File: config.mk
export PLATFORM = sky130hd
export DESIGN_NAME = mep_div
export DESIGN_NICKNAME = d
export VERILOG_FILES = /design/src/hdl/mep_pkg.sv /design/src/hdl/mep_div.sv
export SDC_FILE = /design/constraint.sdc
export NUM_CORES = 1
export LEC_CHECK = 0
export BUFFER_PORTS_ARGS = -buffer_cell sky130_fd_sc_hd__buf_2
export CAP_MARGIN = 0
export CORE_ASPECT_RATIO = 0.8
export CORE_UTILIZATION = 40
export DETAILED_ROUTE_END_ITERATION = 8
export GPL_TIMING_DRIVEN = 0
export PLACE_DENSITY = 0.68
export SYNTH_ARGS = -nofsm -noshare
export SYNTH_HDL_FRONTEND = slang
export SYNTH_SLANG_ARGS = --single-unit
export TNS_END_PERCENT = 30
File: constraint.sdc
create_clock -name i_clk -period 2.6 [get_ports i_clk]
set_clock_uncertainty 0.1 [all_clocks]
set_input_delay 0.26 -clock i_clk [delete_from_list [all_inputs] [get_ports i_clk]]
set_output_delay 0.26 -clock i_clk [all_outputs]
set_load 0.05 [all_outputs]
File: src/hdl/mep_pkg.sv
// Shared types, constants and fixed-point helpers for the escape-time pixel core.
package mep_pkg;

    localparam int MAX_COLUMNS   = 4096;
    localparam int MAX_ROWS      = 4096;
    localparam int FRACTION_BITS = 28;

    localparam int COORD_W = 32;
    localparam int STEP_W  = 31;
    localparam int IDX_W   = 12;
    localparam int ITER_W  = 16;
    localparam int GRAY_W  = 8;
    localparam int PROD_W  = 2 * COORD_W;
    localparam int CPROD_W = STEP_W + IDX_W;
    localparam int SUM_W   = 48;

    localparam int CFG_ADDR_W = 3;
    localparam int CFG_DATA_W = 32;

    localparam logic [CFG_ADDR_W-1:0] CFG_X_MIN  = 3'd0;
    localparam logic [CFG_ADDR_W-1:0] CFG_Y_MIN  = 3'd1;
    localparam logic [CFG_ADDR_W-1:0] CFG_STEP_X = 3'd2;
    localparam logic [CFG_ADDR_W-1:0] CFG_STEP_Y = 3'd3;
    localparam logic [CFG_ADDR_W-1:0] CFG_LIMIT  = 3'd4;

    localparam logic signed [COORD_W-1:0] RST_X_MIN  = -32'sd536870912;
    localparam logic signed [COORD_W-1:0] RST_Y_MIN  = -32'sd402653184;
    localparam logic [STEP_W-1:0]         RST_STEP_X = 31'd786432;
    localparam logic [STEP_W-1:0]         RST_STEP_Y = 31'd786432;
    localparam logic [ITER_W-1:0]         RST_LIMIT  = 16'd255;

    // escape radius squared (4.0) in fixed point
    localparam logic [COORD_W:0] ESCAPE_MAG = (COORD_W+1)'(4) << FRACTION_BITS;

    localparam logic signed [COORD_W-1:0] COORD_MAX = {1'b0, {(COORD_W-1){1'b1}}};
    localparam logic signed [COORD_W-1:0] COORD_MIN = {1'b1, {(COORD_W-1){1'b0}}};

    typedef struct packed {
        logic load_in;
        logic c_mul;
        logic c_sum;
        logic it_mul;
        logic it_step;
        logic div_start;
        logic load_out;
    } t_dp_cmd;

    typedef struct packed {
        logic in_radius;
        logic at_limit;
        logic div_done;
        logic out_free;
    } t_dp_sts;

    // saturate a wide signed sum to the coordinate range
    function automatic logic signed [COORD_W-1:0] sat_coord(input logic signed [SUM_W-1:0] v);
        logic hi_same;
        hi_same = (&v[SUM_W-1:COORD_W-1]) | ~(|v[SUM_W-1:COORD_W-1]);
        if (hi_same) begin
            return v[COORD_W-1:0];
        end else if (v[SUM_W-1]) begin
            return COORD_MIN;
        end else begin
            return COORD_MAX;
        end
    endfunction

    // rescale a square (never negative) and clip at the top of the range
    function automatic logic signed [COORD_W-1:0] sat_square(input logic signed [PROD_W-1:0] p);
        logic signed [PROD_W-1:0] s;
        s = p >>> FRACTION_BITS;
        if (|s[PROD_W-1:COORD_W-1]) begin
            return COORD_MAX;
        end else begin
            return s[COORD_W-1:0];
        end
    endfunction

endpackage

File: src/hdl/mep_div.sv
// Restoring divider for the gray level: iterations*255/limit, one quotient bit per cycle.
module mep_div
    import mep_pkg::*;
(
    input  logic              i_clk,
    input  logic              i_rst_n,
    input  logic              i_start,
    input  logic [ITER_W-1:0] i_count,
    input  logic [ITER_W-1:0] i_limit,
    output logic              o_done,
    output logic [GRAY_W-1:0] o_quot
);

    localparam int DVD_W = ITER_W + GRAY_W;
    localparam int CNT_W = $clog2(GRAY_W);

    logic              r_busy;
    logic [CNT_W-1:0]  r_cnt;
    logic [ITER_W-1:0] r_rem;
    logic [GRAY_W-1:0] r_low;
    logic [ITER_W-1:0] r_lim;

    logic [DVD_W-1:0]  dividend;
    logic [ITER_W:0]   trial;
    logic              fits;

    // count*255 = count*256 - count; quotient stays below 256 since count <= limit
    assign dividend = {i_count, {GRAY_W{1'b0}}} - DVD_W'(i_count);
    assign trial    = {r_rem, r_low[GRAY_W-1]};
    assign fits     = trial >= {1'b0, r_lim};

    always_ff @(posedge i_clk) begin
        if (!i_rst_n) begin
            r_busy <= 1'b0;
            r_cnt  <= '0;
        end else if (i_start) begin
            r_busy <= 1'b1;
            r_cnt  <= '0;
        end else if (r_busy) begin
            r_cnt <= r_cnt + 1'b1;
            if (r_cnt == CNT_W'(GRAY_W - 1)) begin
                r_busy <= 1'b0;
            end
        end
    end

    always_ff @(posedge i_clk) begin
        if (i_start) begin
            r_rem <= dividend[DVD_W-1:GRAY_W];
            r_low <= dividend[GRAY_W-1:0];
            r_lim <= i_limit;
        end else if (r_busy) begin
            r_rem <= fits ? ITER_W'(trial - {1'b0, r_lim}) : trial[ITER_W-1:0];
            r_low <= {r_low[GRAY_W-2:0], fits};
        end
    end

    assign o_done = r_busy && (r_cnt == CNT_W'(GRAY_W - 1));
    // a zero limit gives a zero gray level
    assign o_quot = (r_lim == '0) ? '0 : r_low;

endmodule

Word level (Yosys, flattened, before mapping)

Index checks and enable logic that the tools add are counted.

Equality and inequality tests: 1
Reduce and logical (&&, ||, !) cells: 4
$lt $le $gt $ge: 1
Add/sub/neg operators: 3
Muxes and demuxes: 9
Bitwise logic cells: 1

Operators with widths:

| cell                | number |
|---|---|
| $mux 16             | 3 |
| $mux 8              | 3 |
| $sub 24x16->24      | 1 |
| $ge 17x16->1        | 1 |
| $logic_not 16->1    | 1 |
| $sub 16x16->16      | 1 |
| $add 3x1->3 const B | 1 |
| $eq 3x3->1 const B  | 1 |
| $mux 1              | 3 |
| $reduce_bool 2->1   | 1 |
| $reduce_or 2->1     | 1 |
| $logic_and 1x1->1   | 1 |
| $not 1->1           | 1 |

Logic and storage cells: 24
Input bits: 35
Bits in registers: 44
Output and inout port bits: 9

Depth between registers and ports, before layout

Gate-level depths: netlist of the first run.

Word-level depth: 4
Mapped depth: 11
Gate-level depth less buffers: 11

Worst setup path before layout of the first run

Ideal clock, no wire load.

Path type: register -> register
Start point: reg r_rem[6]
End point: reg r_rem[4], data pin
Slack: 0.039 ns
Period minus slack after synthesis: 2.561 ns
Library setup time: 0.270 ns
Buffers on the path: 1
Arrival time: 2.191 ns
Cell stages (with the launch flop): 10
Path through: edfxtp_1 ha_1 a21o_1 a21o_1 a41o_4 o31ai_4 buf_6 nor2_1 a211oi_2 a21oi_1

Word-level cells in the longest chain between the ends: 4

Ends and longest elaborated chain:

| element                | RTL line      | RTL |
|---|---|---|
| start, declared        | mep_div.sv:19 | `logic [ITER_W-1:0] r_rem;` |
| start signal, assigned | mep_div.sv:49 | `r_rem <= dividend[DVD_W-1:GRAY_W];` |
| start signal, assigned | mep_div.sv:53 | `r_rem <= fits ? ITER_W'(trial - {1'b0, r_lim}) : trial[ITER_W-1:0];` |
| $ge 17x16->1           | mep_div.sv:30 | `assign fits = trial >= {1'b0, r_lim};` |
| $mux 16                | mep_div.sv:53 |  |
| $mux 16                | mep_div.sv:52 | `end else if (r_busy) begin` |
| $mux 16                | mep_div.sv:48 | `if (i_start) begin` |

Every way passes these cells. The select of a mux whose other input is x is not followed.
A chain may end at the register's enable or synchronous reset.

Final worst setup path of the first run

Start point: reg r_rem[6]
End point: reg r_rem[10], data pin

Word-level cells in the longest chain between the ends: 4
Elaborated cells on any way between the ends: 5
Those cells by class: 1 x add/sub; 1 x order compare; 3 x mux

Ends and longest elaborated chain:

| element                                        | RTL line |
|---|---|
| $sub 16x16->16 or $ge 17x16->1 (tied branches) | mep_div.sv:53, mep_div.sv:30 |
| $mux 16 *                                      | mep_div.sv:53 |
| $mux 16 *                                      | mep_div.sv:52 |
| $mux 16 *                                      | mep_div.sv:48 |

Mark *: on every way between the ends. The rest lies on a longest branch, timed or not. The select of a mux whose other input is x is not followed.

==> results of run 1 <==
-- cell families after synthesis --
kind of cell               Yosys count  share of synthesized area, %
adders and majority gates           28                          10.3
buffers and inverters               44                          5.19
muxes                               14                          4.22
DFF                                 44                          36.9
and+or+nand+nor                    105                          16.3
xor gates and xnor gates            31                          7.83
AOI/OAI and AO/OA                   96                          19.2
-- state kept, by name, summed over array words and instances, names as in the netlist --
register	count
r_cnt	3
r_low	8
r_rem	16
r_lim	16
r_busy	1
-- what timing repair did --
| item | CTS | global route |
|---|---|---|
| pin swaps | 13 | 7 |
| setup endpoints to repair | 37 | 48 |
| cloned | 1 | 1 |
| resized for setup | 24 | 34 |
| buffers inserted | 11 | 16 |
-- final cells by class --
class / count / share of cell area (%)
multi-input cells: 274 / 51.5
flip-flops and latches: 44 / 29.0
repair buffers: 71 / 9.77
well taps: 108 / 3.06
inverters: 34 / 2.89
clock buffers: 5 / 1.56
plain buffers: 10 / 1.19
clock inverters: 3 / 1.05
-- final timing paths --
path                from         to  cells after the start
min          i_limit[11]  r_lim[11]                      1
min reg2reg     r_cnt[1]   r_cnt[1]                      2
max             r_rem[6]  r_rem[10]                      8
max reg2reg     r_rem[6]  r_rem[10]                      8
-- power groups by stage --
stage | Clock [W] | Combinational, W | Sequential, W
after floorplan | 0 | 0.00120 | 0.00101
after global placement | 0 | 0.00149 | 0.00104
after detailed placement | 0 | 0.00152 | 0.00105
after CTS | 0.000566 | 0.00174 | 0.00104
after global routing | 0.000593 | 0.00230 | 0.00107
final | 0.000566 | 0.00214 | 0.00106
-- routing by layer --
layer | wire, µm | up-vias
met2 | 4400 | 121
li1 | - | 1492
met3 | 648 | 18
met1 | 4480 | 1524
met5 | 0 | -
met4 | 218 | 0
-- synthesized netlist by cell type, types with 5 or more instances --
| cell | count | area share [%] |
|---|---|---|
| sky130_fd_sc_hd__nor3_1 | 7 | 1.0 |
| sky130_fd_sc_hd__xor2_1 | 7 | 1.8 |
| sky130_fd_sc_hd__and2_1 | 13 | 2.3 |
| sky130_fd_sc_hd__a31oi_1 | 5 | 0.90 |
| sky130_fd_sc_hd__nor4_1 | 6 | 1.1 |
| sky130_fd_sc_hd__nand3_1 | 6 | 0.87 |
| sky130_fd_sc_hd__clkbuf_1 | 6 | 0.65 |
| sky130_fd_sc_hd__a21oi_1 | 25 | 3.6 |
| sky130_fd_sc_hd__o21ai_0 | 15 | 2.2 |
| sky130_fd_sc_hd__nor2_1 | 19 | 2.1 |
| sky130_fd_sc_hd__inv_1 | 34 | 3.7 |
| sky130_fd_sc_hd__mux2_2 | 5 | 1.6 |
| sky130_fd_sc_hd__a21o_1 | 10 | 2.2 |
| sky130_fd_sc_hd__nand2_1 | 25 | 2.7 |
| sky130_fd_sc_hd__xnor2_1 | 24 | 6.1 |
| sky130_fd_sc_hd__mux2i_1 | 9 | 2.6 |
| sky130_fd_sc_hd__edfxtp_1 | 40 | 35 |
| sky130_fd_sc_hd__ha_1 | 27 | 9.7 |
| sky130_fd_sc_hd__nand4_1 | 5 | 0.90 |
-- critical path, delay by kind of cell (launching register included) --
family          cells  cell delay, ns
buf+inv             1            0.18
compound gates      6            1.38
flops               1            0.46
fa+ha+maj           1            0.29
-- through the flow --
stage               utilization [%]  setup WS [ns]  total power (W)  hold slack, ns  setup TNS, ns
finish                         54.1        -0.0707          0.00376          0.0150         -0.218
global route                   54.1         -0.159          0.00396         0.00617          -1.28
CTS                            50.6        -0.0291          0.00334          0.0156         -0.494
detailed placement             46.7         -0.333          0.00256           0.338         -10.91
global placement               46.7         -0.284          0.00253           0.337          -8.35
floorplan                         -         0.0389          0.00222           0.259              0
==> report_table.html, run 1 <==
<table>
<tr><th>Metric</th><th>Value</th></tr>
<tr><th colspan="2">CTS</th></tr>
<tr><td>Hold buffer count at cts</td><td>0</td></tr>
<tr><td>CTS tree</td><td>done</td></tr>
<tr><td>Maximum count of clock buffers along a single path</td><td>2</td></tr>
<tr><td>Num Clock Sinks</td><td>44</td></tr>
<tr><td>Number of levels the H-tree was split into</td><td>2</td></tr>
<tr><td>Clock latency of the later-clocked register in the worst-skew pair</td><td>between 0.3 and 0.4 ns</td></tr>
<tr><td>Clock tree root driver cell</td><td>sky130_fd_sc_hd__clkbuf_8</td></tr>
<tr><td>Clock-pin slew reported for the worst setup and hold paths after clock tree synthesis</td><td>0.10 ns</td></tr>
<tr><td>Number of clock buffers inserted by TritonCTS</td><td>5</td></tr>
<tr><th colspan="2">Place</th></tr>
<tr><td>Post-detailed-placement cell area</td><td>3810 µm²</td></tr>
<tr><td>Dpl cells</td><td>~500</td></tr>
<tr><td>Routability congestion estimate from global placement</td><td>0.933</td></tr>
<tr><td>Quantity of I/O buffers inserted on ports</td><td>between 40 and 50</td></tr>
<tr><td>HPWL Detailed</td><td>6.71 mm</td></tr>
<tr><th colspan="2">Logic synthesis</th></tr>
<tr><td>Top_reg_cell synth</td><td>sky130_fd_sc_hd__edfxtp_1</td></tr>
<tr><td>Proportion of register bits with asynchronous set or reset after synthesis</td><td>0%</td></tr>
<tr><td>Count of different cell masters after synthesis</td><td>56</td></tr>
<tr><td>Proportion of synthesized chip area in sequential cells</td><td>36.9%</td></tr>
<tr><td>Number of warning messages in the yosys log</td><td>0</td></tr>
<tr><td>Post-synth EDFFs</td><td>40</td></tr>
<tr><td>Avg Inst Size Synth</td><td>9.58 µm²</td></tr>
<tr><td>Post-Syn Instances</td><td>362</td></tr>
<tr><td>Syn Nets</td><td>425</td></tr>
<tr><td>Synthesized cell area</td><td>about 3500 µm²</td></tr>
<tr><td>Number of synthesized register bits</td><td>44</td></tr>
<tr><th colspan="2">Global routing</th></tr>
<tr><td>Most utilized layer in the global route result</td><td>met2</td></tr>
<tr><td>Met3 global-route usage</td><td>3.38%</td></tr>
<tr><td>Number of global-route vias before repair</td><td>approximately 2,900</td></tr>
<tr><td>Met1 Usage GRT</td><td>30.1%</td></tr>
<tr><td>Tot GR Track Use</td><td>20.9%</td></tr>
<tr><td>Global-route wire length before repair</td><td>14.6 mm</td></tr>
<tr><td>Number of antenna violations at the first check in global routing</td><td>0</td></tr>
<tr><td>GR Util met2</td><td>32.6%</td></tr>
<tr><td>Largest net degree at the start of global routing</td><td>25</td></tr>
<tr><td>Final global-route overflow total</td><td>0</td></tr>
<tr><th colspan="2">Drt</th></tr>
<tr><td>Total number of vias</td><td>3,155</td></tr>
<tr><td>Post-detailed-route DRC marker count</td><td>0</td></tr>
<tr><td>Routed wire length</td><td>9.74 mm</td></tr>
<tr><td>Vias per cell</td><td>5.75</td></tr>
<tr><td>Number of DRC markers in iteration 0</td><td>about 180</td></tr>
<tr><td>Drt pass-1 iters</td><td>5</td></tr>
<tr><td>Number of nets still failing antenna checks after routing</td><td>0</td></tr>
<tr><td>Drt wl/cell</td><td>17.7 µm</td></tr>
<tr><th colspan="2">Status</th></tr>
<tr><td>Run status</td><td>complete, but fails checks</td></tr>
<tr><td>Violations in the final reports</td><td>setup timing</td></tr>
<tr><th colspan="2">STA</th></tr>
<tr><td>Period minus WS final</td><td>2.67 ns</td></tr>
<tr><td>Worst-case headroom to the max-slew limit</td><td>between 40 and 50%</td></tr>
<tr><td>Highest Clock Rate</td><td>around 370 MHz</td></tr>
<tr><td>Pins Over Slew Limit</td><td>0</td></tr>
<tr><td>Endpoints failing setup</td><td>7</td></tr>
<tr><td>Transition time at the pin with the least slew margin</td><td>0.774 ns</td></tr>
<tr><td>Final worst setup slack</td><td>-0.0707 ns</td></tr>
<tr><td>Final Hold Vio Count</td><td>0</td></tr>
<tr><td>Portion of the clock cycle consumed by the worst path in the final layout</td><td>103%</td></tr>
<tr><td>RSZ-0062 raised after global routing</td><td>yes</td></tr>
<tr><th colspan="2">Pwr</th></tr>
<tr><td>LEAKAGE</td><td>around 1.8 nW</td></tr>
<tr><td>Portion of total power attributed to the clock network</td><td>approximately 15%</td></tr>
<tr><td>Power per standard cell area</td><td>851 nW/µm²</td></tr>
<tr><td>Sequential group share of total power</td><td>28.1%</td></tr>
<tr><td>Sw Share</td><td>between 30 and 40%</td></tr>
<tr><td>Cell-internal power</td><td>0.00226 W</td></tr>
<tr><td>Max VDD drop</td><td>about 0.4 mV</td></tr>
<tr><td>Switching power total</td><td>0.00150 W</td></tr>
<tr><td>Combinational Power Share</td><td>56.9%</td></tr>
<tr><th colspan="2">Critical path</th></tr>
<tr><td>Classification of the worst setup path</td><td>flip-flop to flip-flop</td></tr>
<tr><td>Cell mode on critical path</td><td>sky130_fd_sc_hd__a21o_1</td></tr>
<tr><td>Worst path cell trace</td><td>ha_4 &gt; a21o_1 &gt; a21o_1 &gt; a41o_4 &gt; o31a_1 &gt; buf_6 &gt; a311oi_2 &gt; a21oi_1</td></tr>
<tr><td>CP Launch Type</td><td>flip-flop</td></tr>
<tr><td>Crit-path max cell delay</td><td>0.46 ns</td></tr>
<tr><td>Required time at the endpoint of the critical path</td><td>around 2.6 ns</td></tr>
<tr><td>CP Capture Type</td><td>flip-flop</td></tr>
<tr><td>Worst Path Arrival</td><td>2.62 ns</td></tr>
<tr><td>Top fanout value on the critical path</td><td>5</td></tr>
<tr><td>Worst-path cell with the longest stage delay</td><td>sky130_fd_sc_hd__edfxtp_1</td></tr>
<tr><td>Reg2Reg Setup Slack</td><td>-0.07 ns</td></tr>
<tr><th colspan="2">Floorplanning</th></tr>
<tr><td>Die Ht</td><td>85.3 µm</td></tr>
<tr><td>Width of the chip</td><td>approximately 110 µm</td></tr>
<tr><td>Count of boundary I/O pins</td><td>44</td></tr>
<tr><td>FP Rows</td><td>29</td></tr>
<tr><td>Area of the die</td><td>9050 µm²</td></tr>
<tr><td>Core Region</td><td>8160 µm²</td></tr>
<tr><td>Starting Density</td><td>between 40% and 50%</td></tr>
<tr><th colspan="2">Cells and area</th></tr>
<tr><td>Most frequent standard cell in the layout excluding fill and tap cells</td><td>sky130_fd_sc_hd__buf_2</td></tr>
<tr><td>Filler-free cell count of the finished design</td><td>549</td></tr>
<tr><td>Fraction of final layout cells sized beyond drive strength 1</td><td>29.7%</td></tr>
<tr><td>Net total in the final layout</td><td>503</td></tr>
<tr><td>Layout-stage area growth over the synthesis result</td><td>27.4%</td></tr>
<tr><td>Final instance area</td><td>4420 µm²</td></tr>
<tr><td>Top library cells by usage in the layout, fill and taps aside</td><td>sky130_fd_sc_hd__buf_2 (42), sky130_fd_sc_hd__edfxtp_1 (40), sky130_fd_sc_hd__inv_1 (30)</td></tr>
<tr><td>Area of the multi-input gates</td><td>2280 µm²</td></tr>
<tr><td>Sequential standard cell area</td><td>1280 µm²</td></tr>
<tr><td>Filler Cells Inserted</td><td>769</td></tr>
<tr><td>Count of inserted antenna diode cells</td><td>0</td></tr>
<tr><th colspan="2">Worst hold path</th></tr>
<tr><td>Hold crit path type</td><td>input pin to flip-flop</td></tr>
<tr><th colspan="2">Run</th></tr>
<tr><td>Number of violations of the max-capacitance limit</td><td>0</td></tr>
</table>
Power figures use the tool's default switching activity.
==> inputs of run 2 (changes only) <==
--- a/config.mk
+++ b/config.mk
@@ -5,7 +5,7 @@
 export SDC_FILE = /design/constraint.sdc
 export NUM_CORES = 1
 export LEC_CHECK = 0
-export BUFFER_PORTS_ARGS = -buffer_cell sky130_fd_sc_hd__buf_2
+export BUFFER_PORTS_ARGS = -buffer_cell sky130_fd_sc_hd__buf_4
 export CAP_MARGIN = 0
 export CORE_ASPECT_RATIO = 0.8
 export CORE_UTILIZATION = 40
==> report_table.html, run 2 (synthesis gave the netlist of run 1 again) <==
<table>
<tr><th>Metric</th><th>Value</th></tr>
<tr><th colspan="2">Global routing</th></tr>
<tr><td>Number of antenna violations at the first check in global routing</td><td>0</td></tr>
<tr><td>Tot GR Track Use</td><td>between 20% and 30%</td></tr>
<tr><td>Number of global-route vias before repair</td><td>around 2,900</td></tr>
<tr><td>Largest net degree at the start of global routing</td><td>25</td></tr>
<tr><td>Global-route wire length before repair</td><td>14.5 mm</td></tr>
<tr><td>Final global-route overflow total</td><td>0</td></tr>
<tr><th colspan="2">STA</th></tr>
<tr><td>Final worst setup slack</td><td>-0.0650 ns</td></tr>
<tr><td>Portion of the clock cycle consumed by the worst path in the final layout</td><td>103%</td></tr>
<tr><td>Transition time at the pin with the least slew margin</td><td>0.719 ns</td></tr>
<tr><td>RSZ-0062 raised after global routing</td><td>yes</td></tr>
<tr><td>Endpoints failing setup</td><td>6</td></tr>
<tr><td>Worst Hold Slack</td><td>0.0134 ns</td></tr>
<tr><td>Pins Over Slew Limit</td><td>0</td></tr>
<tr><td>Sum Neg Setup Slack</td><td>-0.245 ns</td></tr>
<tr><td>Highest Clock Rate</td><td>375 MHz</td></tr>
<tr><td>Period minus WS final</td><td>2.67 ns</td></tr>
<tr><td>Final Hold Vio Count</td><td>0</td></tr>
<tr><td>Worst-case headroom to the max-slew limit</td><td>a little over half</td></tr>
<tr><th colspan="2">CTS</th></tr>
<tr><td>Clock-pin slew reported for the worst setup and hold paths after clock tree synthesis</td><td>roughly 0.10 ns</td></tr>
<tr><td>Maximum count of clock buffers along a single path</td><td>2</td></tr>
<tr><td>Number of levels the H-tree was split into</td><td>2</td></tr>
<tr><td>CTS tree</td><td>done</td></tr>
<tr><td>Num Clock Sinks</td><td>44</td></tr>
<tr><td>Number of clock buffers inserted by TritonCTS</td><td>5</td></tr>
<tr><td>Clock latency of the later-clocked register in the worst-skew pair</td><td>between 0.3 and 0.4 ns</td></tr>
<tr><td>Clock tree root driver cell</td><td>sky130_fd_sc_hd__clkbuf_8</td></tr>
<tr><th colspan="2">Critical path</th></tr>
<tr><td>Worst-path cell with the longest stage delay</td><td>sky130_fd_sc_hd__edfxtp_1</td></tr>
<tr><td>Cell mode on critical path</td><td>sky130_fd_sc_hd__inv_2</td></tr>
<tr><td>Sum of buffers and inverters on the critical path</td><td>2</td></tr>
<tr><td>R2R Path Start</td><td>r_low[7]</td></tr>
<tr><td>R2r worst-path depth</td><td>11</td></tr>
<tr><td>CP Launch Type</td><td>flip-flop</td></tr>
<tr><td>Start point of the critical path</td><td>r_low[7]</td></tr>
<tr><td>Crit-path max cell delay</td><td>roughly 0.42 ns</td></tr>
<tr><td>Worst path cell trace</td><td>inv_2 &gt; ha_4 &gt; inv_2 &gt; fa_2 &gt; a21o_1 &gt; o2bb2ai_2 &gt; o21ai_2 &gt; a21boi_1 &gt; or3_1 &gt; a311oi_2 &gt; a21oi_1</td></tr>
<tr><td>Required time at the endpoint of the critical path</td><td>approximately 2.6 ns</td></tr>
<tr><td>Classification of the worst setup path</td><td>flip-flop to flip-flop</td></tr>
<tr><td>Top fanout value on the critical path</td><td>3</td></tr>
<tr><td>Capturing point of the worst reg2reg path</td><td>r_rem[10]</td></tr>
<tr><td>CP Capture Type</td><td>flip-flop</td></tr>
<tr><td>Worst Path Arrival</td><td>2.62 ns</td></tr>
<tr><td>Top Family by Delay on Critical Path</td><td>compound AO/OA/AOI/OAI gates</td></tr>
<tr><td>Reg2Reg Setup Slack</td><td>-0.07 ns</td></tr>
<tr><th colspan="2">Floorplanning</th></tr>
<tr><td>Starting Density</td><td>42.5%</td></tr>
<tr><td>Count of boundary I/O pins</td><td>44</td></tr>
<tr><td>Area of the die</td><td>9050 µm²</td></tr>
<tr><td>Width of the chip</td><td>between 100 and 150 µm</td></tr>
<tr><td>FP Rows</td><td>29</td></tr>
<tr><td>Die Ht</td><td>approximately 85 µm</td></tr>
<tr><td>Core Region</td><td>8160 µm²</td></tr>
<tr><th colspan="2">Worst hold path</th></tr>
<tr><td>Capture endpoint of the worst hold path</td><td>r_lim[5]</td></tr>
<tr><td>Hold crit path type</td><td>input pin to flip-flop</td></tr>
<tr><td>Worst hold stages</td><td>1</td></tr>
<tr><td>Startpoint of the tightest hold check path</td><td>i_limit[5]</td></tr>
<tr><th colspan="2">Place</th></tr>
<tr><td>Post-detailed-placement cell area</td><td>3920 µm²</td></tr>
<tr><td>HPWL Detailed</td><td>approximately 6.6 mm</td></tr>
<tr><td>Routability congestion estimate from global placement</td><td>0.905</td></tr>
<tr><td>Quantity of I/O buffers inserted on ports</td><td>between 40 and 50</td></tr>
<tr><th colspan="2">Pwr</th></tr>
<tr><td>Portion of total power attributed to the clock network</td><td>15.7%</td></tr>
<tr><td>Cell-internal power</td><td>between 0.002 and 0.0025 W</td></tr>
<tr><td>Sequential group share of total power</td><td>29.0%</td></tr>
<tr><td>Max VDD drop</td><td>0.364 mV</td></tr>
<tr><td>Switching power total</td><td>0.00143 W</td></tr>
<tr><td>Combinational Power Share</td><td>55.3%</td></tr>
<tr><td>LEAKAGE</td><td>1.83 nW</td></tr>
<tr><td>Total Power Consumption</td><td>0.00364 W</td></tr>
<tr><td>Sw Share</td><td>39.3%</td></tr>
<tr><td>Power per standard cell area</td><td>813 nW/µm²</td></tr>
<tr><th colspan="2">Cells and area</th></tr>
<tr><td>Registers with the most flip-flops</td><td>r_lim x16, r_rem x16, r_low x8</td></tr>
<tr><td>Top library cells by usage in the layout, fill and taps aside</td><td>sky130_fd_sc_hd__buf_4 (59), sky130_fd_sc_hd__edfxtp_1 (40), sky130_fd_sc_hd__inv_1 (30)</td></tr>
<tr><td>Sequential standard cell area</td><td>roughly 1300 µm²</td></tr>
<tr><td>Most frequent standard cell in the layout excluding fill and tap cells</td><td>sky130_fd_sc_hd__buf_4</td></tr>
<tr><td>Area of the multi-input gates</td><td>between 2000 and 2500 µm²</td></tr>
<tr><td>Layout-stage area growth over the synthesis result</td><td>29.1%</td></tr>
<tr><td>Net total in the final layout</td><td>500</td></tr>
<tr><td>Count of inserted antenna diode cells</td><td>0</td></tr>
<tr><td>Filler Cells Inserted</td><td>roughly 700</td></tr>
<tr><td>Utilization after layout</td><td>54.9%</td></tr>
<tr><td>Fraction of final layout cells sized beyond drive strength 1</td><td>26.9%</td></tr>
<tr><td>Final instance area</td><td>4480 µm²</td></tr>
<tr><th colspan="2">Drt</th></tr>
<tr><td>Drt wl/cell</td><td>17.2 µm</td></tr>
<tr><td>Total number of vias</td><td>3,060</td></tr>
<tr><td>Post-detailed-route DRC marker count</td><td>0</td></tr>
<tr><td>Drt pass-1 iters</td><td>5</td></tr>
<tr><td>Routed wire length</td><td>9.39 mm</td></tr>
<tr><td>Number of nets still failing antenna checks after routing</td><td>0</td></tr>
<tr><td>Number of DRC markers in iteration 0</td><td>185</td></tr>
<tr><td>Vias per cell</td><td>5.60</td></tr>
<tr><th colspan="2">Status</th></tr>
<tr><td>Run status</td><td>complete, but fails checks</td></tr>
<tr><td>Violations in the final reports</td><td>setup timing</td></tr>
<tr><th colspan="2">Run</th></tr>
<tr><td>Number of violations of the max-capacitance limit</td><td>0</td></tr>
</table>
## run 2: layout make-up
| class | instances | share of cell area [%] |
|---|---|---|
| multi-input combinational | 274 | 49.9 |
| timing repair buffer | 68 | 11.9 |
| clock buffer | 5 | 1.54 |
| sequential | 44 | 28.6 |
| inverter | 34 | 2.85 |
| clock inverter | 3 | 1.03 |
| tap | 108 | 3.02 |
| buffer | 10 | 1.17 |
## run 2: what timing repair did
action / 4_1_cts / 5_1_grt
setup buffers: 10 / 8
setup endpoints to repair: 17 / 17
pin swaps: 12 / 15
gates resized for setup: 25 / 22
hold buffers: 0 / 8
hold endpoints to repair: 0 / 8
## run 2: worst register-to-register path, cell delays in order (launching register included)
cell and delay, ns:
sky130_fd_sc_hd__edfxtp_1 0.42, sky130_fd_sc_hd__inv_2 0.12, sky130_fd_sc_hd__ha_4 0.16, sky130_fd_sc_hd__inv_2 0.04
sky130_fd_sc_hd__fa_2 0.34, sky130_fd_sc_hd__a21o_1 0.22, sky130_fd_sc_hd__o2bb2ai_2 0.16, sky130_fd_sc_hd__o21ai_2 0.12
sky130_fd_sc_hd__a21boi_1 0.08, sky130_fd_sc_hd__or3_1 0.34, sky130_fd_sc_hd__a311oi_2 0.22, sky130_fd_sc_hd__a21oi_1 0.06
## run 2: power groups by stage
stage                     Clock [W]  Combinational, W  Sequential, W
after floorplan                   0           0.00120        0.00101
after global placement            0           0.00151        0.00104
after detailed placement          0           0.00154        0.00104
after CTS                  0.000581           0.00174        0.00104
after global routing       0.000606           0.00217        0.00107
final                      0.000572           0.00201        0.00106
## run 2: how the worst max path moves through the flow
stage	to	slack (ns)	cells after the start
after detailed placement	r_rem[4]	-0.28	9
after floorplan	r_rem[4]	0.04	9
after CTS	r_rem[10]	-0.03	11
after global placement	r_rem[10]	-0.29	11
final	r_rem[10]	-0.07	11
after global routing	r_rem[10]	-0.16	11
## run 2: stage by stage
stage	instances	worst slack, ns
floorplan	362	0.0389
CTS	530	-0.0293
global route	546	-0.163
detailed placement	512	-0.282
finish	546	-0.0650
global placement	512	-0.286
## run 2: layer usage
metal  GRT usage [%]  up-vias  wire length (µm)
li1                -     1483                 -
met1            30.1     1457              4570
met2            32.0      109              4160
met3            3.61       11               543
met4            6.31        0               116
met5               0        -                 0
