--- src/hdl/mep_pkg.sv ---
// Shared types, constants and fixed-point helpers for the escape-time pixel core.
package mep_pkg;

    localparam int MAX_COLUMNS   = 4096;
    localparam int MAX_ROWS      = 4096;
    localparam int FRACTION_BITS = 28;

    localparam int COORD_W = 32;
    localparam int STEP_W  = 31;
    localparam int IDX_W   = 12;
    localparam int ITER_W  = 16;
    localparam int GRAY_W  = 8;
    localparam int PROD_W  = 2 * COORD_W;
    localparam int CPROD_W = STEP_W + IDX_W;
    localparam int SUM_W   = 48;

    localparam int CFG_ADDR_W = 3;
    localparam int CFG_DATA_W = 32;

    localparam logic [CFG_ADDR_W-1:0] CFG_X_MIN  = 3'd0;
    localparam logic [CFG_ADDR_W-1:0] CFG_Y_MIN  = 3'd1;
    localparam logic [CFG_ADDR_W-1:0] CFG_STEP_X = 3'd2;
    localparam logic [CFG_ADDR_W-1:0] CFG_STEP_Y = 3'd3;
    localparam logic [CFG_ADDR_W-1:0] CFG_LIMIT  = 3'd4;

    localparam logic signed [COORD_W-1:0] RST_X_MIN  = -32'sd536870912;
    localparam logic signed [COORD_W-1:0] RST_Y_MIN  = -32'sd402653184;
    localparam logic [STEP_W-1:0]         RST_STEP_X = 31'd786432;
    localparam logic [STEP_W-1:0]         RST_STEP_Y = 31'd786432;
    localparam logic [ITER_W-1:0]         RST_LIMIT  = 16'd255;

    // escape radius squared (4.0) in fixed point
    localparam logic [COORD_W:0] ESCAPE_MAG = (COORD_W+1)'(4) << FRACTION_BITS;

    localparam logic signed [COORD_W-1:0] COORD_MAX = {1'b0, {(COORD_W-1){1'b1}}};
    localparam logic signed [COORD_W-1:0] COORD_MIN = {1'b1, {(COORD_W-1){1'b0}}};

    typedef struct packed {
        logic load_in;
        logic c_mul;
        logic c_sum;
        logic it_mul;
        logic it_step;
        logic div_start;
        logic load_out;
    } t_dp_cmd;

    typedef struct packed {
        logic in_radius;
        logic at_limit;
        logic div_done;
        logic out_free;
    } t_dp_sts;

    // saturate a wide signed sum to the coordinate range
    function automatic logic signed [COORD_W-1:0] sat_coord(input logic signed [SUM_W-1:0] v);
        logic hi_same;
        hi_same = (&v[SUM_W-1:COORD_W-1]) | ~(|v[SUM_W-1:COORD_W-1]);
        if (hi_same) begin
            return v[COORD_W-1:0];
        end else if (v[SUM_W-1]) begin
            return COORD_MIN;
        end else begin
            return COORD_MAX;
        end
    endfunction

    // rescale a square (never negative) and clip at the top of the range
    function automatic logic signed [COORD_W-1:0] sat_square(input logic signed [PROD_W-1:0] p);
        logic signed [PROD_W-1:0] s;
        s = p >>> FRACTION_BITS;
        if (|s[PROD_W-1:COORD_W-1]) begin
            return COORD_MAX;
        end else begin
            return s[COORD_W-1:0];
        end
    endfunction

endpackage

--- src/hdl/mep_ctrl.sv ---
// Sequencer: coordinate setup, multiply/update iteration loop, divide, hand-off.
module mep_ctrl
    import mep_pkg::*;
(
    input  logic    i_clk,
    input  logic    i_rst_n,
    input  logic    i_in_valid,
    output logic    o_in_ready,
    input  t_dp_sts i_sts,
    output t_dp_cmd o_cmd
);

    typedef enum logic [2:0] {
        S_IDLE,
        S_CMUL,
        S_CSUM,
        S_MUL,
        S_UPD,
        S_DIV,
        S_HOLD
    } t_state;

    t_state r_state, n_state;
    logic   go_on;

    assign go_on = i_sts.in_radius && !i_sts.at_limit;

    always_comb begin
        n_state = r_state;
        o_cmd   = '0;
        case (r_state)
            S_IDLE: begin
                o_cmd.load_in = i_in_valid;
                if (i_in_valid) n_state = S_CMUL;
            end
            S_CMUL: begin
                o_cmd.c_mul = 1'b1;
                n_state     = S_CSUM;
            end
            S_CSUM: begin
                o_cmd.c_sum = 1'b1;
                n_state     = S_MUL;
            end
            S_MUL: begin
                o_cmd.it_mul = 1'b1;
                n_state      = S_UPD;
            end
            S_UPD: begin
                if (go_on) begin
                    o_cmd.it_step = 1'b1;
                    n_state       = S_MUL;
                end else begin
                    o_cmd.div_start = 1'b1;
                    n_state         = S_DIV;
                end
            end
            S_DIV: begin
                if (i_sts.div_done) n_state = S_HOLD;
            end
            S_HOLD: begin
                o_cmd.load_out = i_sts.out_free;
                if (i_sts.out_free) n_state = S_IDLE;
            end
            default: n_state = S_IDLE;
        endcase
    end

    always_ff @(posedge i_clk) begin
        if (!i_rst_n) begin
            r_state <= S_IDLE;
        end else begin
            r_state <= n_state;
        end
    end

    assign o_in_ready = (r_state == S_IDLE);

endmodule

--- config.mk ---
export PLATFORM = sky130hd
export DESIGN_NAME = mep_ctrl
export DESIGN_NICKNAME = d
export VERILOG_FILES = /design/src/hdl/mep_pkg.sv /design/src/hdl/mep_ctrl.sv
export SDC_FILE = /design/constraint.sdc
export NUM_CORES = 1
export LEC_CHECK = 0
export ABC_AREA = 1
export BUFFER_PORTS_ARGS = -buffer_cell sky130_fd_sc_hd__buf_4
export CORE_AREA = 2 2 39 41
export DETAILED_ROUTE_END_ITERATION = 10
export DIE_AREA = 0 0 41 43
export REMOVE_ABC_BUFFERS = 1
export SYNTH_ARGS = -nofsm -noshare
export SYNTH_HDL_FRONTEND = slang
export SYNTH_SLANG_ARGS = --single-unit
--- constraint.sdc ---
create_clock -name i_clk -period 1.3 [get_ports i_clk]
set_clock_uncertainty 0.05 [all_clocks]
set_input_delay 0.13 -clock i_clk [delete_from_list [all_inputs] [get_ports i_clk]]
set_output_delay 0.13 -clock i_clk [all_outputs]
set_load 0.005 [all_outputs]
== Yosys cells after proc, flatten, opt, wreduce, memory -nomap -nowiden ==
Cells that the tools add are included.
Storage, ports and cells
  output and inout port bits: 8
  word-level logic and storage cells: 27
  register bits: 3
  bits of input ports: 7
Operators by class
  mux-type cells: 13
  reductions and logical operators: 4
  equality and inequality tests: 9
Operators with widths (count)
  $pmux W3 S7: 1
  $mux W3: 4
  $eq A3 B3 Y1 const B: 3
  $mux W1: 7
  $eq A3 B2 Y1 const B: 2
  $ne A2 B2 Y1 const B: 3
  $eq A3 B1 Y1 const B: 1
  $logic_not A3 Y1: 1
  $reduce_and A3 Y1: 1
  $mux W2: 1
  $logic_and A1 B1 Y1: 1
  $logic_not A1 Y1: 1

== Longest topological paths before layout ==
Gate-level depths: netlist of run 1.
  word-level depth: 4
  mapped depth: 8
  mapped depth without buffers: 7

== Worst setup path after synthesis of run 1 ==
OpenSTA, ideal clock, no wires.
  kind: reg2reg
  start: register r_state[2]
  end: register r_state[2]
  required time: 1.138 ns
  period minus slack after synthesis: 1.043 ns
  stages on the path, launching flop included: 8
  library setup time: 0.112 ns
  path buffers: 1
  arrival time: 0.882 ns
  slack: 0.257 ns
  path through: dfxtp_1 -> buf_4 -> inv_1 -> nand2_2 -> nor2_4 -> inv_2 -> a21oi_2 -> nor2_1
On the way
  word-level cells in the longest chain between the ends: 3
  elaborated cells between the ends (all ways): 12
  classes of those cells: 9 x eq/ne; 1 x mux; 2 x reduce/logical
Ends and longest elaborated chain
  start: declaration: RTL line mep_ctrl.sv:23  | t_state r_state, n_state;
  start signal: assignment: RTL line mep_ctrl.sv:72  | r_state <= n_state;
  $eq A3 B3 Y1 / $logic_not A3 Y1 (equally long branches): RTL line mep_ctrl.sv:31  | case (r_state)
  $ne A2 B2 Y1 (no source line)
  $reduce_and A3 Y1 (no source line)
Several ways; a longest one is shown, not always the timed one.
A chain may end at the register's enable or synchronous reset.

==> results of run 1 <==
cells by family (layout without fill, tap and decap cells):
group	after synthesis	after routing
AND/OR/NAND/NOR	25	25
buffers and inverters	16	33
AO/OA/AOI/OAI	3	3
flip-flops	3	3
cell type report:
class	count	area, µm²
Clock buffer	4	26.3
Inverter	15	56.3
Timing Repair Buffer	14	105
Multi-Input combinational cell	28	148
Sequential cell	3	63.8
Fill cell	161	965
Tap cell	16	20.0
report_power, final:
group / leakage (nW) / switching, mW / internal [mW]
clock: 0.0150 / 0.0542 / 0.115
sequential: 0.0258 / 0.0233 / 0.107
combinational: 0.220 / 0.0783 / 0.0781
total: 0.261 / 0.156 / 0.300
critical path, cell delays in order, from the launching register on:
cell and delay [ns]:
dfxtp_2 0.35, nor2_4 0.13, nand2_2 0.09, nor2_1 0.09, buf_4 0.11
layout by cell type, fill, tap and decap left out, drive strengths merged:
master	instances
a211oi	1
buf	14
nor3	1
clkbuf	4
dfxtp	3
nor2	7
a21oi	2
nand4	3
nand3	5
inv	15
nand2	9
metal layers:
metal	track usage	up-vias	routed length, µm
li1	-	175	-
met1	0.0839	144	242
met2	0.138	6	348
met3	0.0628	0	46
met4	0.0400	0	0
met5	0	-	0
final timing paths:
kind	start	to	slack (ns)	depth (start not counted)
min	i_rst_n	r_state[2]	0.09	3
max reg2reg	r_state[0]	r_state[2]	0.24	6
max	r_state[0]	o_cmd[6]	0.11	4
min reg2reg	r_state[0]	r_state[0]	0.56	2
through the flow:
stage / cells / power [mW] / utilization
after floorplan: 46 / 0.210 / -
after CTS: 80 / 0.452 / 0.297
after detailed placement: 76 / 0.280 / 0.278
final: 80 / 0.456 / 0.303
after global placement: 76 / 0.278 / 0.278
after global routing: 80 / 0.494 / 0.303
==> run_summary.xml, run 1 <==
<?xml version="1.0" encoding="UTF-8"?>
<metrics>
  <group name="clocking">
    <metric name="cts_tree" unit="">done</metric>
    <metric name="cts_setup_buffers" unit="">0</metric>
    <metric name="insertion_delay" unit="ns">0.24</metric>
    <metric name="ctsHtreeMaxLevel" unit="">1</metric>
    <metric name="cts_sinks" unit="">3</metric>
    <metric name="postCtsResizedCells" unit="">0</metric>
    <metric name="hold_buffers" unit="">0</metric>
    <metric name="numCtsBuffers" unit="">3</metric>
    <metric name="clkTransAtPathRegs" unit="ns">0.04</metric>
    <metric name="clock_tree.root_cell" unit="">clkbuf_4</metric>
    <metric name="ctsLongestPathBuffers" unit="">2</metric>
  </group>
  <group name="placement">
    <metric name="dp_slack" unit="ns">0.172</metric>
    <metric name="placed_area" unit="µm²">384</metric>
    <metric name="port-buffer-count" unit="">14</metric>
    <metric name="gpl.final_weighted_congestion" unit="">0.720</metric>
    <metric name="dp_hpwl" unit="µm">527</metric>
  </group>
  <group name="pwr">
    <metric name="vdd.ir_drop.worst" unit="mV">0.620</metric>
    <metric name="p_leak" unit="nW">0.261</metric>
    <metric name="power_density" unit="mW/mm²">1090</metric>
  </group>
  <group name="global_routing">
    <metric name="pin_count_of_the_biggest_net_entering_global_routing" unit="">9</metric>
    <metric name="initial_antenna_violation_count" unit="">0</metric>
    <metric name="global_route.usage.total" unit="">0.0884</metric>
    <metric name="globalRouteOverflowTotal" unit="">0</metric>
    <metric name="grt_first_pass_wirelength" unit="mm">1.02</metric>
    <metric name="number_of_global_route_vias_before_repair" unit="">290</metric>
  </group>
  <group name="floorplan">
    <metric name="dieHeight" unit="µm">43</metric>
    <metric name="initial_utilization" unit="">0.193</metric>
    <metric name="fp-row-count" unit="">14</metric>
    <metric name="dieWidth" unit="µm">41</metric>
    <metric name="floorplan.core_area" unit="mm²">0.00138</metric>
    <metric name="die_area" unit="mm²">0.00176</metric>
    <metric name="design.portCount" unit="">15</metric>
  </group>
  <group name="layout">
    <metric name="largest_registers" unit="">r_state (3)</metric>
    <metric name="area_growth_syn_to_layout" unit="%">57.3</metric>
    <metric name="top_register" unit="">r_state</metric>
    <metric name="num-nets-final" unit="">72</metric>
    <metric name="largest_register_ffs" unit="">3</metric>
    <metric name="postLayoutCellArea" unit="µm²">419</metric>
    <metric name="layout-drive-gt1-share" unit="">0.391</metric>
    <metric name="antenna_cells" unit="">0</metric>
  </group>
  <group name="yosys">
    <metric name="synth_xor_area_frac" unit="">0</metric>
    <metric name="synth_seq_area_share" unit="">0.225</metric>
    <metric name="yosysMostFrequentCell" unit="">inv_1</metric>
    <metric name="ys_warns" unit="">0</metric>
    <metric name="synth_largest_type_area_fraction" unit="">0.225</metric>
    <metric name="synth-adder-area-share" unit="">0</metric>
    <metric name="yosysUniqueCellTypes" unit="">15</metric>
    <metric name="netlist.top_cell.by_area" unit="">dfxtp_1</metric>
    <metric name="synth_top_family_by_area" unit="">simple AND/OR/NAND/NOR gates</metric>
    <metric name="netlist_top_cells_area" unit="">dfxtp_1 23%, inv_1 20%, nand2_1 11%, nand3_1 9.4%, nand4_1 7.0%</metric>
    <metric name="yosys_most_used_dff" unit="">dfxtp_1</metric>
    <metric name="syn-mean-instance-area" unit="µm²">5.67</metric>
    <metric name="edff_count_synth" unit="">0</metric>
    <metric name="synth.ff_latch_count" unit="">3</metric>
    <metric name="synth_area" unit="µm²">267</metric>
    <metric name="compound_cell_area_share_of_the_yosys_netlist" unit="">0.0798</metric>
    <metric name="post_synth_inst_count" unit="">47</metric>
    <metric name="synth_simple_gate_area_share" unit="">0.455</metric>
    <metric name="synth.area.mux_share" unit="">0</metric>
    <metric name="proportion_of_synthesized_flip_flops_having_asynchronous_set_or_reset" unit="">0</metric>
    <metric name="ys_top_cells_by_count" unit="">14 x inv_1, 8 x nand2_1, 5 x nand3_1, 5 x nor2_1</metric>
  </group>
  <group name="timing">
    <metric name="worst_slew_margin_rel" unit="">0.890</metric>
    <metric name="setup_total_negative_slack" unit="ns">0</metric>
    <metric name="rsz0062_at_grt" unit="">false</metric>
    <metric name="fin_crit_sh" unit="">0.917</metric>
    <metric name="setup-violations-final" unit="">0</metric>
    <metric name="final_max_slew_viol_count" unit="">0</metric>
    <metric name="tightest_slew" unit="ns">0.163</metric>
    <metric name="timing.final.hold_violations" unit="">0</metric>
    <metric name="finalHoldWorstSlack" unit="ns">0.0914</metric>
    <metric name="final.setup.worst_slack" unit="ns">0.108</metric>
    <metric name="final_critical_delay_including_setup_and_external_delays" unit="ns">1.19</metric>
    <metric name="timing.fmax" unit="GHz">0.839</metric>
  </group>
  <group name="setup_path">
    <metric name="critPathKind" unit="">reg2out</metric>
    <metric name="required" unit="ns">1.12</metric>
    <metric name="arrival_time_of_the_worst_setup_path" unit="ns">1.01</metric>
    <metric name="cp_endpoint_kind" unit="">output pin</metric>
    <metric name="crit_path_start_kind" unit="">flip-flop</metric>
    <metric name="path_max_fanout" unit="">7</metric>
  </group>
  <group name="drt">
    <metric name="initialDrtViolationCount" unit="">2</metric>
    <metric name="detail_route.drc_violations" unit="">0</metric>
    <metric name="wire_per_inst" unit="µm">7.96</metric>
    <metric name="routed_via_density" unit="">4.06</metric>
    <metric name="routed-via-count" unit="">325</metric>
    <metric name="detailed_routing_iteration_count_for_the_pre_antenna_repair_pass" unit="">2</metric>
    <metric name="drt_wl_total" unit="µm">637</metric>
    <metric name="postRouteAntennaNets" unit="">0</metric>
  </group>
  <group name="hold_path">
    <metric name="path_class_of_the_lowest_slack_min_delay_path" unit="">in2reg</metric>
  </group>
  <group name="run_status">
    <metric name="run_status" unit="">complete, no violations</metric>
  </group>
  <group name="flow_run">
    <metric name="maxCapViolCount" unit="">0</metric>
  </group>
</metrics>
(Power assumes the default switching activity.)
==> inputs of run 2 (changes only) <==
Settings changed: CTS_BUF_LIST from default to sky130_fd_sc_hd__clkbuf_8 sky130_fd_sc_hd__clkbuf_16.
Clock period 1.3 ns to 1.34 ns, I/O delays scaled along.
==> run 2 against run 1 <==
  * Final area rose by 2.4%
  * Total power increased by 16%
  * Utilization grew 0.72 points
  * Setup slack lost 0.042 ns
  * Register-to-register slack worse by 0.04 ns
  * Sequential power fell by 8%
  * Critical path depth is the same
  * Cell count is the same
  * Clock power up 53%
  * Largest power group unchanged
==> run_summary.xml, run 2 (synthesis gave the netlist of run 1 again) <==
<?xml version="1.0" encoding="UTF-8"?>
<metrics>
  <group name="run_status">
    <metric name="run_status" unit="">complete, no violations</metric>
  </group>
  <group name="drt">
    <metric name="initialDrtViolationCount" unit="">6</metric>
    <metric name="drt_wl_total" unit="µm">639</metric>
    <metric name="detail_route.drc_violations" unit="">0</metric>
    <metric name="postRouteAntennaNets" unit="">0</metric>
    <metric name="routed-via-count" unit="">329</metric>
    <metric name="wire_per_inst" unit="µm">7.99</metric>
    <metric name="routed_via_density" unit="">4.11</metric>
    <metric name="detailed_routing_iteration_count_for_the_pre_antenna_repair_pass" unit="">4</metric>
  </group>
  <group name="pwr">
    <metric name="power_switching" unit="µW">160</metric>
    <metric name="internal-power" unit="µW">370</metric>
    <metric name="power.share.switching" unit="">0.302</metric>
    <metric name="p_leak" unit="nW">0.270</metric>
    <metric name="combinationalPowerShare" unit="">0.281</metric>
    <metric name="vdd.ir_drop.worst" unit="mV">0.705</metric>
    <metric name="design_power_total" unit="µW">530</metric>
    <metric name="power_density" unit="mW/mm²">1230</metric>
    <metric name="seq_power_share" unit="">0.227</metric>
    <metric name="power.clock.fraction" unit="">0.492</metric>
  </group>
  <group name="global_routing">
    <metric name="global_route.usage.met2" unit="">0.138</metric>
    <metric name="global_route.usage.total" unit="">0.0874</metric>
    <metric name="grt_first_pass_wirelength" unit="mm">1.04</metric>
    <metric name="number_of_global_route_vias_before_repair" unit="">288</metric>
    <metric name="initial_antenna_violation_count" unit="">0</metric>
    <metric name="grt_use_met1" unit="">0.0903</metric>
    <metric name="grt_most_used_layer" unit="">met2</metric>
    <metric name="globalRouteOverflowTotal" unit="">0</metric>
    <metric name="grtUsageMet3" unit="">0.0628</metric>
    <metric name="pin_count_of_the_biggest_net_entering_global_routing" unit="">9</metric>
  </group>
  <group name="layout">
    <metric name="layout-drive-gt1-share" unit="">0.344</metric>
    <metric name="largest_registers" unit="">r_state (3)</metric>
    <metric name="final_common_cell" unit="">inv_1</metric>
    <metric name="antenna_cells" unit="">0</metric>
    <metric name="postLayoutCellArea" unit="µm²">429</metric>
    <metric name="largest_register_ffs" unit="">3</metric>
    <metric name="num-nets-final" unit="">72</metric>
    <metric name="n_fill_cell" unit="">159</metric>
    <metric name="mostFrequentLayoutCells" unit="">15 x inv_1, 14 x buf_4, 8 x nand2_1, 5 x nand3_1, 5 x nor2_1</metric>
    <metric name="area_growth_syn_to_layout" unit="%">61.0</metric>
    <metric name="top_register" unit="">r_state</metric>
  </group>
  <group name="hold_path">
    <metric name="path_class_of_the_lowest_slack_min_delay_path" unit="">in2reg</metric>
  </group>
  <group name="timing">
    <metric name="setup_total_negative_slack" unit="ns">0</metric>
    <metric name="final.setup.worst_slack" unit="ns">0.0652</metric>
    <metric name="tightest_slew" unit="ns">0.252</metric>
    <metric name="final_max_slew_viol_count" unit="">0</metric>
    <metric name="finalHoldWorstSlack" unit="ns">0.119</metric>
    <metric name="setup-violations-final" unit="">0</metric>
    <metric name="rsz0062_at_grt" unit="">false</metric>
    <metric name="fin_crit_sh" unit="">0.951</metric>
    <metric name="timing.fmax" unit="GHz">0.784</metric>
    <metric name="final_critical_delay_including_setup_and_external_delays" unit="ns">1.27</metric>
    <metric name="worst_slew_margin_rel" unit="">0.832</metric>
    <metric name="timing.final.hold_violations" unit="">0</metric>
  </group>
  <group name="clocking">
    <metric name="ctsLongestPathBuffers" unit="">2</metric>
    <metric name="insertion_delay" unit="ns">0.22</metric>
    <metric name="numCtsBuffers" unit="">3</metric>
    <metric name="postCtsResizedCells" unit="">0</metric>
    <metric name="ctsHtreeMaxLevel" unit="">1</metric>
    <metric name="clkTransAtPathRegs" unit="ns">0.03</metric>
    <metric name="cts_sinks" unit="">3</metric>
    <metric name="cts_tree" unit="">done</metric>
    <metric name="hold_buffers" unit="">0</metric>
    <metric name="cts_setup_buffers" unit="">0</metric>
    <metric name="clock_tree.root_cell" unit="">clkbuf_8</metric>
  </group>
  <group name="floorplan">
    <metric name="dieWidth" unit="µm">41</metric>
    <metric name="die_area" unit="mm²">0.00176</metric>
    <metric name="dieHeight" unit="µm">43</metric>
    <metric name="initial_utilization" unit="">0.193</metric>
    <metric name="fp-row-count" unit="">14</metric>
    <metric name="floorplan.core_area" unit="mm²">0.00138</metric>
    <metric name="design.portCount" unit="">15</metric>
  </group>
  <group name="placement">
    <metric name="dp_slack" unit="ns">0.212</metric>
    <metric name="gpl.final_weighted_congestion" unit="">0.720</metric>
    <metric name="port-buffer-count" unit="">14</metric>
    <metric name="dp_hpwl" unit="µm">527</metric>
    <metric name="placed_area" unit="µm²">384</metric>
  </group>
  <group name="setup_path">
    <metric name="arrival_time_of_the_worst_setup_path" unit="ns">1.09</metric>
    <metric name="cp_cell_sequence" unit="">inv_1, nand2_2, nor2_1, buf_4</metric>
    <metric name="required" unit="ns">1.16</metric>
    <metric name="worstPathBufferInverterCount" unit="">2</metric>
    <metric name="worst_path_max_delay_cell" unit="">dfxtp_1</metric>
    <metric name="cp_endpoint_kind" unit="">output pin</metric>
    <metric name="path_max_fanout" unit="">8</metric>
    <metric name="critPathKind" unit="">reg2out</metric>
    <metric name="critPathMaxStageDelay" unit="ns">0.45</metric>
    <metric name="crit_path_start_kind" unit="">flip-flop</metric>
    <metric name="dominant_delay_contributor_by_cell_family_on_the_critical_path" unit="">flip-flops</metric>
  </group>
  <group name="flow_run">
    <metric name="maxCapViolCount" unit="">0</metric>
  </group>
</metrics>
[run 2: stage by stage]
stage                      util  instances
after floorplan               -         46
after global placement    0.278         76
after detailed placement  0.278         76
after CTS                 0.310         80
after global routing      0.310         80
final                     0.310         80
[run 2: area by class of cell]
class	count	area, µm²	area share
Timing Repair Buffer	14	105	0.245
Inverter	15	56.3	0.131
Multi-Input combinational cell	28	143	0.332
Sequential cell	3	60.1	0.140
Clock inverter	1	3.75	0.00875
Tap cell	16	20.0	0.0466
Clock buffer	3	41.3	0.0962
[run 2: power by group through the flow]
stage               Clock [mW]  Sequential (mW)  Combinational, mW
floorplan                    0            0.117             0.0866
global placement             0            0.121              0.149
detailed placement           0            0.121              0.151
CTS                      0.263            0.120              0.151
global route             0.277            0.123              0.169
finish                   0.260            0.120              0.149
[run 2: final timing paths]
kind	from	end	slack (ns)	cells after the start
worst max-delay path	r_state[2]	o_cmd[6]	0.07	4
worst min-delay path	i_rst_n	r_state[2]	0.12	3
worst max register to register	r_state[2]	r_state[2]	0.20	7
worst min register to register	r_state[0]	r_state[0]	0.59	2
[run 2: layer usage]
layer  wire [µm]  vias to the layer above
met5           0                        -
met4           0                        0
met3          50                        0
met2         344                        8
met1         243                      147
li1            -                      174
[run 2: tightest hold or removal path, stage by stage]
cell,delay (ns)
buf_4,0.09
inv_1,0.05
nor2_1,0.09
==> inputs of run 3 (changes only) <==
Settings changed: ABC_AREA 1 to default.
==> run 3 against run 2 <==
  * Non-clock buffer count is 4 higher
  * Sequential power decreased by 17%
  * Critical path depth stayed put
  * Sequential cell count did not move
  * Clock power is 4% lower
  * Cell count is 11% lower
  * Die area stayed put
  * Register-to-register slack worse by 0.10 ns
  * First-iteration DRC count fell by 50%
  * Clock-buffer cell count is the same
  * Final area rose by 8.5%
  * Largest power group unchanged
==> run_summary.xml, run 3 <==
<?xml version="1.0" encoding="UTF-8"?>
<metrics>
  <group name="floorplan">
    <metric name="floorplan.core_area" unit="mm²">0.00138</metric>
    <metric name="fp-row-count" unit="">14</metric>
    <metric name="dieHeight" unit="µm">43</metric>
    <metric name="design.portCount" unit="">15</metric>
    <metric name="dieWidth" unit="µm">41</metric>
    <metric name="die_area" unit="mm²">0.00176</metric>
    <metric name="initial_utilization" unit="">0.193</metric>
  </group>
  <group name="drt">
    <metric name="wire_per_inst" unit="µm">10.2</metric>
    <metric name="routed-via-count" unit="">320</metric>
    <metric name="postRouteAntennaNets" unit="">0</metric>
    <metric name="detail_route.drc_violations" unit="">0</metric>
    <metric name="routed_via_density" unit="">4.51</metric>
    <metric name="detailed_routing_iteration_count_for_the_pre_antenna_repair_pass" unit="">2</metric>
    <metric name="initialDrtViolationCount" unit="">3</metric>
    <metric name="drt_wl_total" unit="µm">725</metric>
  </group>
  <group name="timing">
    <metric name="final.setup.worst_slack" unit="ns">0.000146</metric>
    <metric name="final_max_slew_viol_count" unit="">0</metric>
    <metric name="worst_slew_margin_rel" unit="">0.862</metric>
    <metric name="timing.fmax" unit="GHz">0.746</metric>
    <metric name="setup_total_negative_slack" unit="ns">0</metric>
    <metric name="setup-violations-final" unit="">0</metric>
    <metric name="final_critical_delay_including_setup_and_external_delays" unit="ns">1.34</metric>
    <metric name="tightest_slew" unit="ns">0.205</metric>
    <metric name="fin_crit_sh" unit="">1.00</metric>
    <metric name="timing.final.hold_violations" unit="">0</metric>
    <metric name="rsz0062_at_grt" unit="">true</metric>
    <metric name="finalHoldWorstSlack" unit="ns">0.132</metric>
  </group>
  <group name="yosys">
    <metric name="yosysUniqueCellTypes" unit="">20</metric>
    <metric name="ys_top_cells_by_count" unit="">5 x nor3b_1, 3 x buf_2, 3 x dfxtp_1, 3 x nand2_1, 3 x nor3_1</metric>
    <metric name="synth_seq_area_share" unit="">0.224</metric>
    <metric name="synth_area" unit="µm²">268</metric>
    <metric name="netlist_top_cells_area" unit="">dfxtp_1 22%, nor3b_1 14%, buf_2 5.6%, nor3_1 5.6%, nand3b_1 5.6%</metric>
    <metric name="netlist.top_cell.by_area" unit="">dfxtp_1</metric>
    <metric name="yosys_most_used_dff" unit="">dfxtp_1</metric>
    <metric name="syn-mean-instance-area" unit="µm²">7.44</metric>
    <metric name="synth.ff_latch_count" unit="">3</metric>
    <metric name="proportion_of_synthesized_flip_flops_having_asynchronous_set_or_reset" unit="">0</metric>
    <metric name="post_synth_inst_count" unit="">36</metric>
    <metric name="yosysMostFrequentCell" unit="">nor3b_1</metric>
    <metric name="ys_warns" unit="">0</metric>
    <metric name="synth_largest_type_area_fraction" unit="">0.224</metric>
    <metric name="edff_count_synth" unit="">0</metric>
  </group>
  <group name="clocking">
    <metric name="ctsLongestPathBuffers" unit="">2</metric>
    <metric name="hold_buffers" unit="">0</metric>
    <metric name="numCtsBuffers" unit="">3</metric>
    <metric name="ctsHtreeMaxLevel" unit="">1</metric>
    <metric name="insertion_delay" unit="ns">0.21</metric>
    <metric name="cts_tree" unit="">done</metric>
    <metric name="clkTransAtPathRegs" unit="ns">0.03</metric>
    <metric name="cts_sinks" unit="">3</metric>
    <metric name="clock_tree.root_cell" unit="">clkbuf_8</metric>
  </group>
  <group name="flow_run">
    <metric name="maxCapViolCount" unit="">0</metric>
  </group>
  <group name="setup_path">
    <metric name="critPathKind" unit="">reg2out</metric>
    <metric name="cp_endpoint_kind" unit="">output pin</metric>
    <metric name="path_max_fanout" unit="">12</metric>
    <metric name="worst-r2r-cell-count" unit="">3</metric>
    <metric name="critical_r2r_launch" unit="">r_state[1]</metric>
    <metric name="worstReg2RegEnd" unit="">r_state[1]</metric>
    <metric name="arrival_time_of_the_worst_setup_path" unit="ns">1.16</metric>
    <metric name="r2r_slack" unit="ns">0.10</metric>
    <metric name="crit_path_start_kind" unit="">flip-flop</metric>
    <metric name="required" unit="ns">1.16</metric>
  </group>
  <group name="hold_path">
    <metric name="path_class_of_the_lowest_slack_min_delay_path" unit="">in2reg</metric>
    <metric name="timing.hold.worst_path_depth" unit="">2</metric>
    <metric name="holdPathEnd" unit="">r_state[1]</metric>
    <metric name="hold_path_startpoint" unit="">i_rst_n</metric>
  </group>
  <group name="layout">
    <metric name="fin_cells" unit="">71</metric>
    <metric name="n_fill_cell" unit="">150</metric>
    <metric name="antenna_cells" unit="">0</metric>
    <metric name="area_growth_syn_to_layout" unit="%">73.8</metric>
    <metric name="largest_registers" unit="">r_state (3)</metric>
    <metric name="num-nets-final" unit="">63</metric>
    <metric name="layout-drive-gt1-share" unit="">0.455</metric>
    <metric name="final_common_cell" unit="">buf_4</metric>
    <metric name="largest_register_ffs" unit="">3</metric>
    <metric name="top_register" unit="">r_state</metric>
  </group>
  <group name="global_routing">
    <metric name="grt_first_pass_wirelength" unit="mm">1.11</metric>
    <metric name="number_of_global_route_vias_before_repair" unit="">289</metric>
    <metric name="globalRouteOverflowTotal" unit="">0</metric>
    <metric name="initial_antenna_violation_count" unit="">0</metric>
    <metric name="global_route.usage.total" unit="">0.0952</metric>
    <metric name="pin_count_of_the_biggest_net_entering_global_routing" unit="">13</metric>
  </group>
  <group name="placement">
    <metric name="port-buffer-count" unit="">14</metric>
    <metric name="dp_hpwl" unit="µm">524</metric>
    <metric name="dp.cells" unit="">66</metric>
    <metric name="gpl.final_weighted_congestion" unit="">0.740</metric>
    <metric name="dp_slack" unit="ns">0.115</metric>
  </group>
  <group name="pwr">
    <metric name="power_density" unit="mW/mm²">963</metric>
    <metric name="p_leak" unit="nW">0.230</metric>
    <metric name="vdd.ir_drop.worst" unit="mV">0.523</metric>
  </group>
  <group name="run_status">
    <metric name="run_status" unit="">complete, no violations</metric>
  </group>
</metrics>
==> run 3: cell count changes after synthesis, moves of 2 or more <==
cell      delta
nor3_1       +2
nor2_1       -3
buf_2        +3
nand3b_1     +2
nor3b_1      +5
nand4_1      -3
nand2_1      -5
inv_1       -12
nand3_1      -5
==> run 3: worst max path at each step <==
stage / from / end / slack (ns)
2_1_floorplan: r_state[2] / r_state[1] / 0.02
3_3_place_gp: r_state[2] / r_state[1] / 0.13
3_5_place_dp: r_state[2] / r_state[1] / 0.11
4_1_cts: r_state[2] / o_cmd[6] / -0.02
5_1_grt: r_state[2] / o_cmd[2] / -0.06
6_report: r_state[2] / o_cmd[6] / 0.0001
==> run 3: area by class of cell <==
type | instances | area (µm²) | share of cell area
multi-input combinational | 28 | 195 | 0.419
timing repair buffer | 18 | 136 | 0.293
clock inverter | 1 | 3.75 | 0.00806
sequential | 3 | 61.3 | 0.132
tap | 16 | 20.0 | 0.0430
clock buffer | 3 | 41.3 | 0.0887
inverter | 2 | 7.51 | 0.0161
==> run 3: metal layers <==
layer | routed length (µm) | global-route usage | up-vias | part of all wire
met2 | 382 | 0.131 | 8 | 0.53
li1 | - | - | 172 | -
met5 | 0 | 0 | - | 0
met3 | 43 | 0.0314 | 0 | 0.059
met4 | 0 | 0.0800 | 0 | 0
met1 | 299 | 0.112 | 140 | 0.41
==> run 3: power breakdown <==
group / total (mW) / switching (mW) / internal, mW
Sequential: 0.0995 / 0.00388 / 0.0956
Combinational: 0.100 / 0.0421 / 0.0581
Clock: 0.249 / 0.0542 / 0.194
==> run 3: stage by stage <==
stage	power [mW]	instance area [µm²]	utilization
4_1_cts	0.456	454	0.328
3_5_place_dp	0.196	400	0.289
6_report	0.448	465	0.336
2_1_floorplan	0.144	253	-
3_3_place_gp	0.196	400	0.289
5_1_grt	0.477	465	0.336
==> run 3: logic make-up (layout without fill, tap and decap cells) <==
kind of cell	count (synthesis)	count (layout)	share of synthesized area
flip-flops	3	3	0.224
AO/OA/AOI/OAI	8	8	0.224
buffers and inverters	5	24	0.0841
AND/OR/NAND/NOR	20	20	0.467
==> run 3: critical path, stage by stage, from the launching register on <==
cell and delay, ns:
dfxtp_1 0.30, buf_4 0.17, nor3_1 0.23, and2_1 0.15, buf_4 0.10
==> run 3: timing repair <==
action | CTS | global route
setup buffers | 0 | 0
gates cloned | 0 | 1
pin swaps | 1 | 0
setup endpoints to repair | 3 | 4
resized for setup | 2 | 2
